## src/tccw_pkg.sv

```systemverilog
// text console cell writer: shared geometry, character codes and microcode
// types, plus the control store read by the sequencer
// depends on nothing
`timescale 1ns / 1ps

package tccw_pkg;

	// screen geometry
	localparam int COLS   = 80;
	localparam int ROWS   = 25;
	localparam int CELLS  = ROWS * COLS;
	localparam int ADDR_W = $clog2(CELLS);

	// field widths
	localparam int COL_W   = 7;
	localparam int ROW_W   = 5;
	localparam int POS_W   = 11;
	localparam int IDX_W   = 11;
	localparam int CELL_W  = 16;
	localparam int CHAR_W  = 8;
	localparam int FUNC_W  = 2;
	localparam int COLOR_W = 4;
	localparam int TAB_STOP = 8;

	// stream packing
	localparam int IN_DATA_W  = 24;
	localparam int OUT_DATA_W = 32;

	// control characters
	localparam logic [CHAR_W-1:0] CH_BACKSPACE = 8'd8;
	localparam logic [CHAR_W-1:0] CH_TAB       = 8'd9;
	localparam logic [CHAR_W-1:0] CH_NEWLINE   = 8'd10;
	localparam logic [CHAR_W-1:0] CH_RETURN    = 8'd13;
	localparam logic [CHAR_W-1:0] CH_SPACE     = 8'h20;

	// operation codes
	typedef enum logic [FUNC_W-1:0] {
		FN_PUT   = 2'd0,
		FN_CLEAR = 2'd1,
		FN_READ  = 2'd2
	} func_t;

	// configuration register indexes
	typedef enum logic {
		REG_FG = 1'b0,
		REG_BG = 1'b1
	} reg_idx_t;

	// microprogram addresses
	localparam int STEP_W = 3;
	typedef logic [STEP_W-1:0] step_t;
	localparam step_t ST_FETCH     = 3'd0;
	localparam step_t ST_PUT       = 3'd1;
	localparam step_t ST_SCR_START = 3'd2;
	localparam step_t ST_SCR_COPY  = 3'd3;
	localparam step_t ST_BLANK     = 3'd4;
	localparam step_t ST_CLEAR     = 3'd5;
	localparam step_t ST_READ      = 3'd6;
	localparam step_t ST_NOP       = 3'd7;

	// datapath action of one step
	typedef enum logic [2:0] {
		OP_FETCH,
		OP_PUT,
		OP_SCR_START,
		OP_COPY,
		OP_BLANK,
		OP_CLEAR,
		OP_READ,
		OP_IDLE
	} op_t;

	// branch condition
	typedef enum logic [2:0] {
		C_DISPATCH,
		C_ALWAYS,
		C_SCROLL,
		C_COPY_LAST,
		C_BLANK_LAST
	} cond_t;

	// when a step hands a result to the output register
	typedef enum logic [1:0] {
		EM_NONE,
		EM_TAKEN,
		EM_NOT_TAKEN,
		EM_ALWAYS
	} emit_t;

	typedef struct packed {
		op_t   op;
		cond_t cond;
		emit_t emit;
		step_t next_t;
		step_t next_f;
	} ucw_t;

	// datapath status seen by the sequencer
	typedef struct packed {
		logic  accept;
		func_t func;
		logic  scroll;
		logic  copy_last;
		logic  blank_last;
		logic  out_busy;
	} seq_status_t;

	// control store
	function automatic ucw_t ucode(input step_t s);
		ucw_t w;
		case (s)
			ST_FETCH:     w = '{OP_FETCH,     C_DISPATCH,   EM_NONE,      ST_FETCH,    ST_FETCH};
			ST_PUT:       w = '{OP_PUT,       C_SCROLL,     EM_NOT_TAKEN, ST_SCR_START, ST_FETCH};
			ST_SCR_START: w = '{OP_SCR_START, C_ALWAYS,     EM_NONE,      ST_SCR_COPY, ST_SCR_COPY};
			ST_SCR_COPY:  w = '{OP_COPY,      C_COPY_LAST,  EM_NONE,      ST_BLANK,    ST_SCR_COPY};
			ST_BLANK:     w = '{OP_BLANK,     C_BLANK_LAST, EM_TAKEN,     ST_FETCH,    ST_BLANK};
			ST_CLEAR:     w = '{OP_CLEAR,     C_ALWAYS,     EM_NONE,      ST_BLANK,    ST_BLANK};
			ST_READ:      w = '{OP_READ,      C_ALWAYS,     EM_ALWAYS,    ST_FETCH,    ST_FETCH};
			ST_NOP:       w = '{OP_IDLE,      C_ALWAYS,     EM_ALWAYS,    ST_FETCH,    ST_FETCH};
			default:      w = '{OP_FETCH,     C_DISPATCH,   EM_NONE,      ST_FETCH,    ST_FETCH};
		endcase
		return w;
	endfunction

	// linear cursor position, kept to the output width
	function automatic logic [POS_W-1:0] pos_of(input logic [ROW_W-1:0] r,
			input logic [COL_W-1:0] c);
		return POS_W'(int'(r) * COLS + int'(c));
	endfunction

endpackage

```

## src/tccw_sequencer.sv

```systemverilog
// microcode sequencer: step counter, control store lookup and branching
// depends on tccw_pkg
`timescale 1ns / 1ps

module tccw_sequencer (
	input  logic                  clk,
	input  logic                  arst_n,
	input  tccw_pkg::seq_status_t st,
	output tccw_pkg::ucw_t        cw,
	output logic                  go,
	output logic                  emit
);

	tccw_pkg::step_t step_q;
	tccw_pkg::step_t step_d;
	tccw_pkg::step_t dispatch;
	logic            taken;
	logic            emit_req;

	assign cw = tccw_pkg::ucode(step_q);

	// branch condition and operation dispatch
	always_comb begin
		case (cw.cond)
			tccw_pkg::C_DISPATCH:   taken = st.accept;
			tccw_pkg::C_ALWAYS:     taken = 1'b1;
			tccw_pkg::C_SCROLL:     taken = st.scroll;
			tccw_pkg::C_COPY_LAST:  taken = st.copy_last;
			tccw_pkg::C_BLANK_LAST: taken = st.blank_last;
			default:                taken = 1'b0;
		endcase
		case (st.func)
			tccw_pkg::FN_PUT:   dispatch = tccw_pkg::ST_PUT;
			tccw_pkg::FN_CLEAR: dispatch = tccw_pkg::ST_CLEAR;
			tccw_pkg::FN_READ:  dispatch = tccw_pkg::ST_READ;
			default:            dispatch = tccw_pkg::ST_NOP;
		endcase
	end

	// result hand-off; a step that hands off a result holds while the output register is full and not drained
	always_comb begin
		case (cw.emit)
			tccw_pkg::EM_TAKEN:     emit_req = taken;
			tccw_pkg::EM_NOT_TAKEN: emit_req = !taken;
			tccw_pkg::EM_ALWAYS:    emit_req = 1'b1;
			default:                emit_req = 1'b0;
		endcase
		go   = !(emit_req && st.out_busy);
		emit = emit_req && go;
	end

	// next step
	always_comb begin
		if (!go) begin
			step_d = step_q;
		end else if (cw.cond == tccw_pkg::C_DISPATCH) begin
			step_d = taken ? dispatch : tccw_pkg::ST_FETCH;
		end else begin
			step_d = taken ? cw.next_t : cw.next_f;
		end
	end

	always_ff @(posedge clk or negedge arst_n) begin
		if (!arst_n) begin
			step_q <= tccw_pkg::ST_FETCH;
		end else begin
			step_q <= step_d;
		end
	end

endmodule

```

## config.mk

```make
export PLATFORM = sky130hd
export DESIGN_NAME = tccw_sequencer
export DESIGN_NICKNAME = d
export VERILOG_FILES = /design/src/tccw_pkg.sv /design/src/tccw_sequencer.sv
export SDC_FILE = /design/constraint.sdc
export NUM_CORES = 1
export LEC_CHECK = 0
export BUFFER_PORTS_ARGS = -buffer_cell sky130_fd_sc_hd__buf_2
export CAP_MARGIN = 20
export CORE_MARGIN = 2
export CORE_UTILIZATION = 25
export DETAILED_ROUTE_END_ITERATION = 12
export REMOVE_ABC_BUFFERS = 1
export SETUP_SLACK_MARGIN = 0.2
export SLEW_MARGIN = 30
export SYNTH_ARGS = -nofsm -noshare
export SYNTH_HDL_FRONTEND = slang
export SYNTH_SLANG_ARGS = --single-unit
```

## constraint.sdc

```tcl
create_clock -name clk -period 2.3 [get_ports clk]
set_input_delay 0.69 -clock clk [delete_from_list [all_inputs] [get_ports clk]]
set_output_delay 0.69 -clock clk [all_outputs]
set_load 0.01 [all_outputs]
```

## Word level (Yosys, flattened, before mapping)

Memory sizes are Yosys's and may differ from the RTL's.
Index checks and enable logic that the tools add are counted.

- Register bits after elaboration: 3
- Memory bits (read-only): 112
- Output and inout bits: 16
- Logic and storage cells: 23
- Memories: 1

Memories:

| name | words | bits a word | read ports | clocked after Yosys merged registers in | write ports | RTL line | source |
|---|---|---|---|---|---|---|---|
| (no name shown) | 8 | 14 | 1 | 0 | 0 | tccw_pkg.sv:111 | `case (s)` |

- Equal/unequal tests: 9
- Muxes and demuxes: 6
- Reduce and logical (&&, ||, !) cells: 6

Operators with widths:

| cell | number |
|---|---|
| $mux W3 | 3 |
| $pmux W3 S3 | 1 |
| $eq A2 B2 Y1 const B | 3 |
| $eq A3 B2 Y1 const B | 2 |
| $pmux W1 S5 | 1 |
| $eq A2 B1 Y1 const B | 2 |
| $eq A3 B1 Y1 const B | 1 |
| $eq A3 B3 Y1 const B | 1 |
| $logic_not A3 Y1 | 1 |
| $pmux W1 S3 | 1 |
| $logic_and A1 B1 Y1 | 2 |
| $logic_not A1 Y1 | 2 |
| $logic_not A2 Y1 | 1 |

## Longest topological paths before layout

An unclocked memory read counts as a cell.

- Depth in word-level cells: 8
- Mapped depth: 8
- Gate-level depth less buffers: 7

## Worst setup path before layout

No wires, ideal clock.

- Kind: reg-to-output
- From: reg step_q[1]
- To: out emit
- Arrival: 2,067 ps
- Path slack: -457 ps
- Stages on the path, launching flop included: 8
- Path buffers: 1
- Cells stage by stage: dfrtp_1 buf_2 inv_1 ha_1 nand3_1 o21ai_0 or2_4 a2111oi_0

- Word-level cells in the longest chain between the ends: 8
- Elaborated cells on any way between the ends: 15
- Classes of those cells: eq/ne (7); mux (2); reduce/logical (5); memory (1)

Ends and longest elaborated chain:

| item | RTL line | source |
|---|---|---|
| start: declaration | tccw_sequencer.sv:14 | `tccw_pkg::step_t step_q;` |
| start signal: assignment | tccw_sequencer.sv:65 | `step_q <= tccw_pkg::ST_FETCH;` |
| start signal: assignment | tccw_sequencer.sv:67 | `step_q <= step_d;` |
| $mem_v2 Z8 W14 * | - |  |
| $eq A3 B3 Y1, or another cell as far along | tccw_sequencer.sv:24 | `case (cw.cond)` |
| $pmux W1 S5 | tccw_sequencer.sv:24 |  |
| $logic_not A1 Y1 | tccw_sequencer.sv:44 | `tccw_pkg::EM_NOT_TAKEN: emit_req = !taken;` |
| $pmux W1 S3 * | tccw_sequencer.sv:42 | `case (cw.emit)` |
| $logic_and A1 B1 Y1 | tccw_sequencer.sv:48 | `go = !(emit_req && st.out_busy);` |
| $logic_not A1 Y1 | tccw_sequencer.sv:48 |  |
| $logic_and A1 B1 Y1 * | tccw_sequencer.sv:49 | `emit = emit_req && go;` |
| end: declaration | tccw_sequencer.sv:11 | `output logic emit` |

Every way passes the cells marked *; elsewhere a longest branch is shown, timed or not.

## Final worst setup path

- From: reg step_q[0]
- To: out go

- Word-level cells in the longest chain between the ends: 7
- Elaborated cells on any way between the ends: 14
- Classes of those cells: eq/ne (7); mux (2); reduce/logical (4); memory (1)

Ends and longest elaborated chain:

| item | RTL line | source |
|---|---|---|
| $mem_v2 Z8 W14 * | - |  |
| $eq A3 B3 Y1, or another cell as far along | tccw_sequencer.sv:24 |  |
| $pmux W1 S5 | tccw_sequencer.sv:24 |  |
| $logic_not A1 Y1 | tccw_sequencer.sv:44 |  |
| $pmux W1 S3 * | tccw_sequencer.sv:42 |  |
| $logic_and A1 B1 Y1 * | tccw_sequencer.sv:48 |  |
| $logic_not A1 Y1 * | tccw_sequencer.sv:48 |  |
| end: declaration | tccw_sequencer.sv:10 | `output logic go,` |

Marks and branches as above.

==> flow_metrics.tcl <==
set metrics [dict create \
    path_class "reg -> out" \
    rsz0062_at_grt "true" \
    cts_sinks 3 \
    ys_types 28 \
    numPortBuffers 24 \
    synthFlopType "dfrtp_1" \
    ys_seq_area_frac 0.161 \
    synth_edf_count 0 \
    tightestPinTransition_ns 0.441 \
    hp-class "in -> async" \
    slowest_delay_ns 0.37 \
    fmax_mhz 396 \
    diodes 0 \
    crit_family "simple AND/OR/NAND/NOR gates" \
    drv_slew 0 \
    final_nets 122 \
    drt-pass1-iter-count 4 \
    finClkSkew_ns 0.00579 \
    holdBufCountCts 0 \
    htree_levels 1 \
    ys_top_cells_by_area "dfrtp_1 (16%), ha_1 (11%), nor2_1 (8.8%), o21ai_0 (6.4%), a2111oi_4 (5.9%)" \
    drt_iter0_drc 10 \
    max-slew-margin-rel 0.698 \
    p_leak_uw 0.000445 \
    initial_core_util 0.267 \
    synth_top_cell_by_area "dfrtp_1" \
    final.setup.worst_slack_ns -0.224 \
    die_w_um 47.2 \
    clk_latency_ns 0.24 \
    drv_cap 0 \
    gp_congestion 0.854 \
    critPathMaxFanout 6 \
    critPathBufInv 3 \
    cts_buffer_depth 2 \
    drtAntennaViolNets 0 \
    cp-end-kind "output pin" \
    crit_slowest_cell "dfrtp_1" \
    critPathRequiredTime_ns 1.61 \
    syn_inst 62 \
    setup_viol 4 \
    syn_avg_cell_area_um2 7.53 \
    grt_pass1_wl_um 2910 \
    remaining_drc_errors 0 \
    violations "setup timing" \
    peakVddDrop_mv 0.738 \
    hold_violations 0 \
    outcome "complete, but fails checks" \
    grt_pass1_vias 660 \
    cp.arrival_ns 1.83 \
    drive_above_1_share 0.630 \
    die_h_um 47.2 \
    pre_cts_ws_ns -0.264 \
    row_count 15 \
    crit_chain "buf_6 -> and2b_2 -> a21oi_4 -> or2_4 -> a2111oi_4 -> inv_1 -> buf_2" \
    area_delta_synth_final_pct 97.6 \
    period_share 1.10 \
    route.final.wire_length_um 1730 \
    die-area_um2 2230 \
    vias 622 \
    numCtsBuffers 3 \
    root_buffer "clkbuf_4" \
    synth_warnings 0 \
    grt.overflow.total 0 \
    avgRoutedWirePerCell_um 13.0 \
    pin_count 25 \
    min_period_ns 2.52 \
    grt_max_degree 10 \
    yosys-top-cells-count "nor2_1 (11), inv_1 (6), o21ai_0 (6)" \
    start_kind "flop" \
    largestRegisters "step_q: 3 flops" \
    synthArstFlopShare 1.00 \
    clkTransAtPathRegs_ns 0.04 \
    largest_reg_flops 3 \
    synth_top_area_frac 0.161 \
    antenna_found_initial 0 \
    cp.depth 7 \
    power-per-cell-area_nw_per_um2 1680 \
    dp_hpwl_um 1160 \
    routed_via_density 4.68 \
    ff2ff_path_depth 10 \
    place_area_um2 718 \
    yosysMostFrequentCell "nor2_1" \
    final_area_um2 922 \
    synth_area_um2 467 \
    core_area_um2 1750 \
    cts_tree "built" \
    top_register "step_q" \
    ys_ff_latch 3 \
    grt_use_total 0.190 \
    power.total_uw 1550 \
]
layout make-up:
| type | count | area (µm²) |
|---|---|---|
| Timing Repair Buffer | 46 | 327 |
| Inverter | 6 | 22.5 |
| Tap cell | 25 | 31.3 |
| Fill cell | 160 | 823 |
| Clock buffer | 4 | 26.3 |
| Multi-Input combinational cell | 49 | 440 |
| Sequential cell | 3 | 75.1 |
path summary, 6_finish.rpt:
check                      startpoint         to  slack, ns
max                         step_q[0]         go      -0.22
min                            arst_n  step_q[0]       0.23
max reg2reg                 step_q[0]  step_q[2]       0.25
min reg2reg                 step_q[1]  step_q[1]       0.77
max in group asynchronous      arst_n  step_q[2]       1.96
min in group clk            step_q[1]  step_q[1]       0.77
what timing repair did:
| action | CTS | global route |
|---|---|---|
| setup buffers | 4 | 1 |
| endpoints found under the setup margin | 5 | 5 |
| pin swaps | 4 | 5 |
| gates resized for setup | 25 | 7 |
cells by family after synthesis:
logic type,after synthesis,share of synthesized area
buffers and inverters,10,0.107
adder cells (fa/ha/maj),4,0.107
AO/OA/AOI/OAI,18,0.314
flip-flops,3,0.161
multiplexers,2,0.0483
AND/OR/NAND/NOR,25,0.263
through the flow:
stage               TNS (ns)   util  hold slack (ns)  std cells
floorplan             -0.777      -            0.394         58
global placement      -0.443  0.411            0.486        124
detailed placement    -0.482  0.411            0.488        124
CTS                   -0.485  0.508            0.232        132
global route          -0.814  0.528            0.237        133
finish                -0.561  0.528            0.233        133
per-layer routing:
| metal | part of all wire | up-vias | global-route usage |
|---|---|---|---|
| li1 | - | 311 | - |
| met1 | 0.41 | 289 | 0.224 |
| met2 | 0.55 | 18 | 0.348 |
| met3 | 0.023 | 4 | 0.0115 |
| met4 | 0.015 | 0 | 0.0833 |
| met5 | 0 | - | 0 |
report_power, final:
group          leakage [µW]  switching (µW)  total (µW)  internal [µW]
clock network     0.0000150            31.6        96.9           65.3
registers         0.0000374            23.8         105           81.0
logic              0.000393             656        1350            692
cell usage in the layout (no fill, tap or decap), types with 3 or more instances in the layout:
cell      Yosys  routed
dfrtp_1       3       3
buf_4         1      16
buf_6         1       9
clkbuf_4      0       3
o21ai_0       6       4
nand2_1       3       3
buf_2         1      21
nor2_1       11       9
inv_1         6       4
No activity file was read; power rests on OpenSTA's default activity.
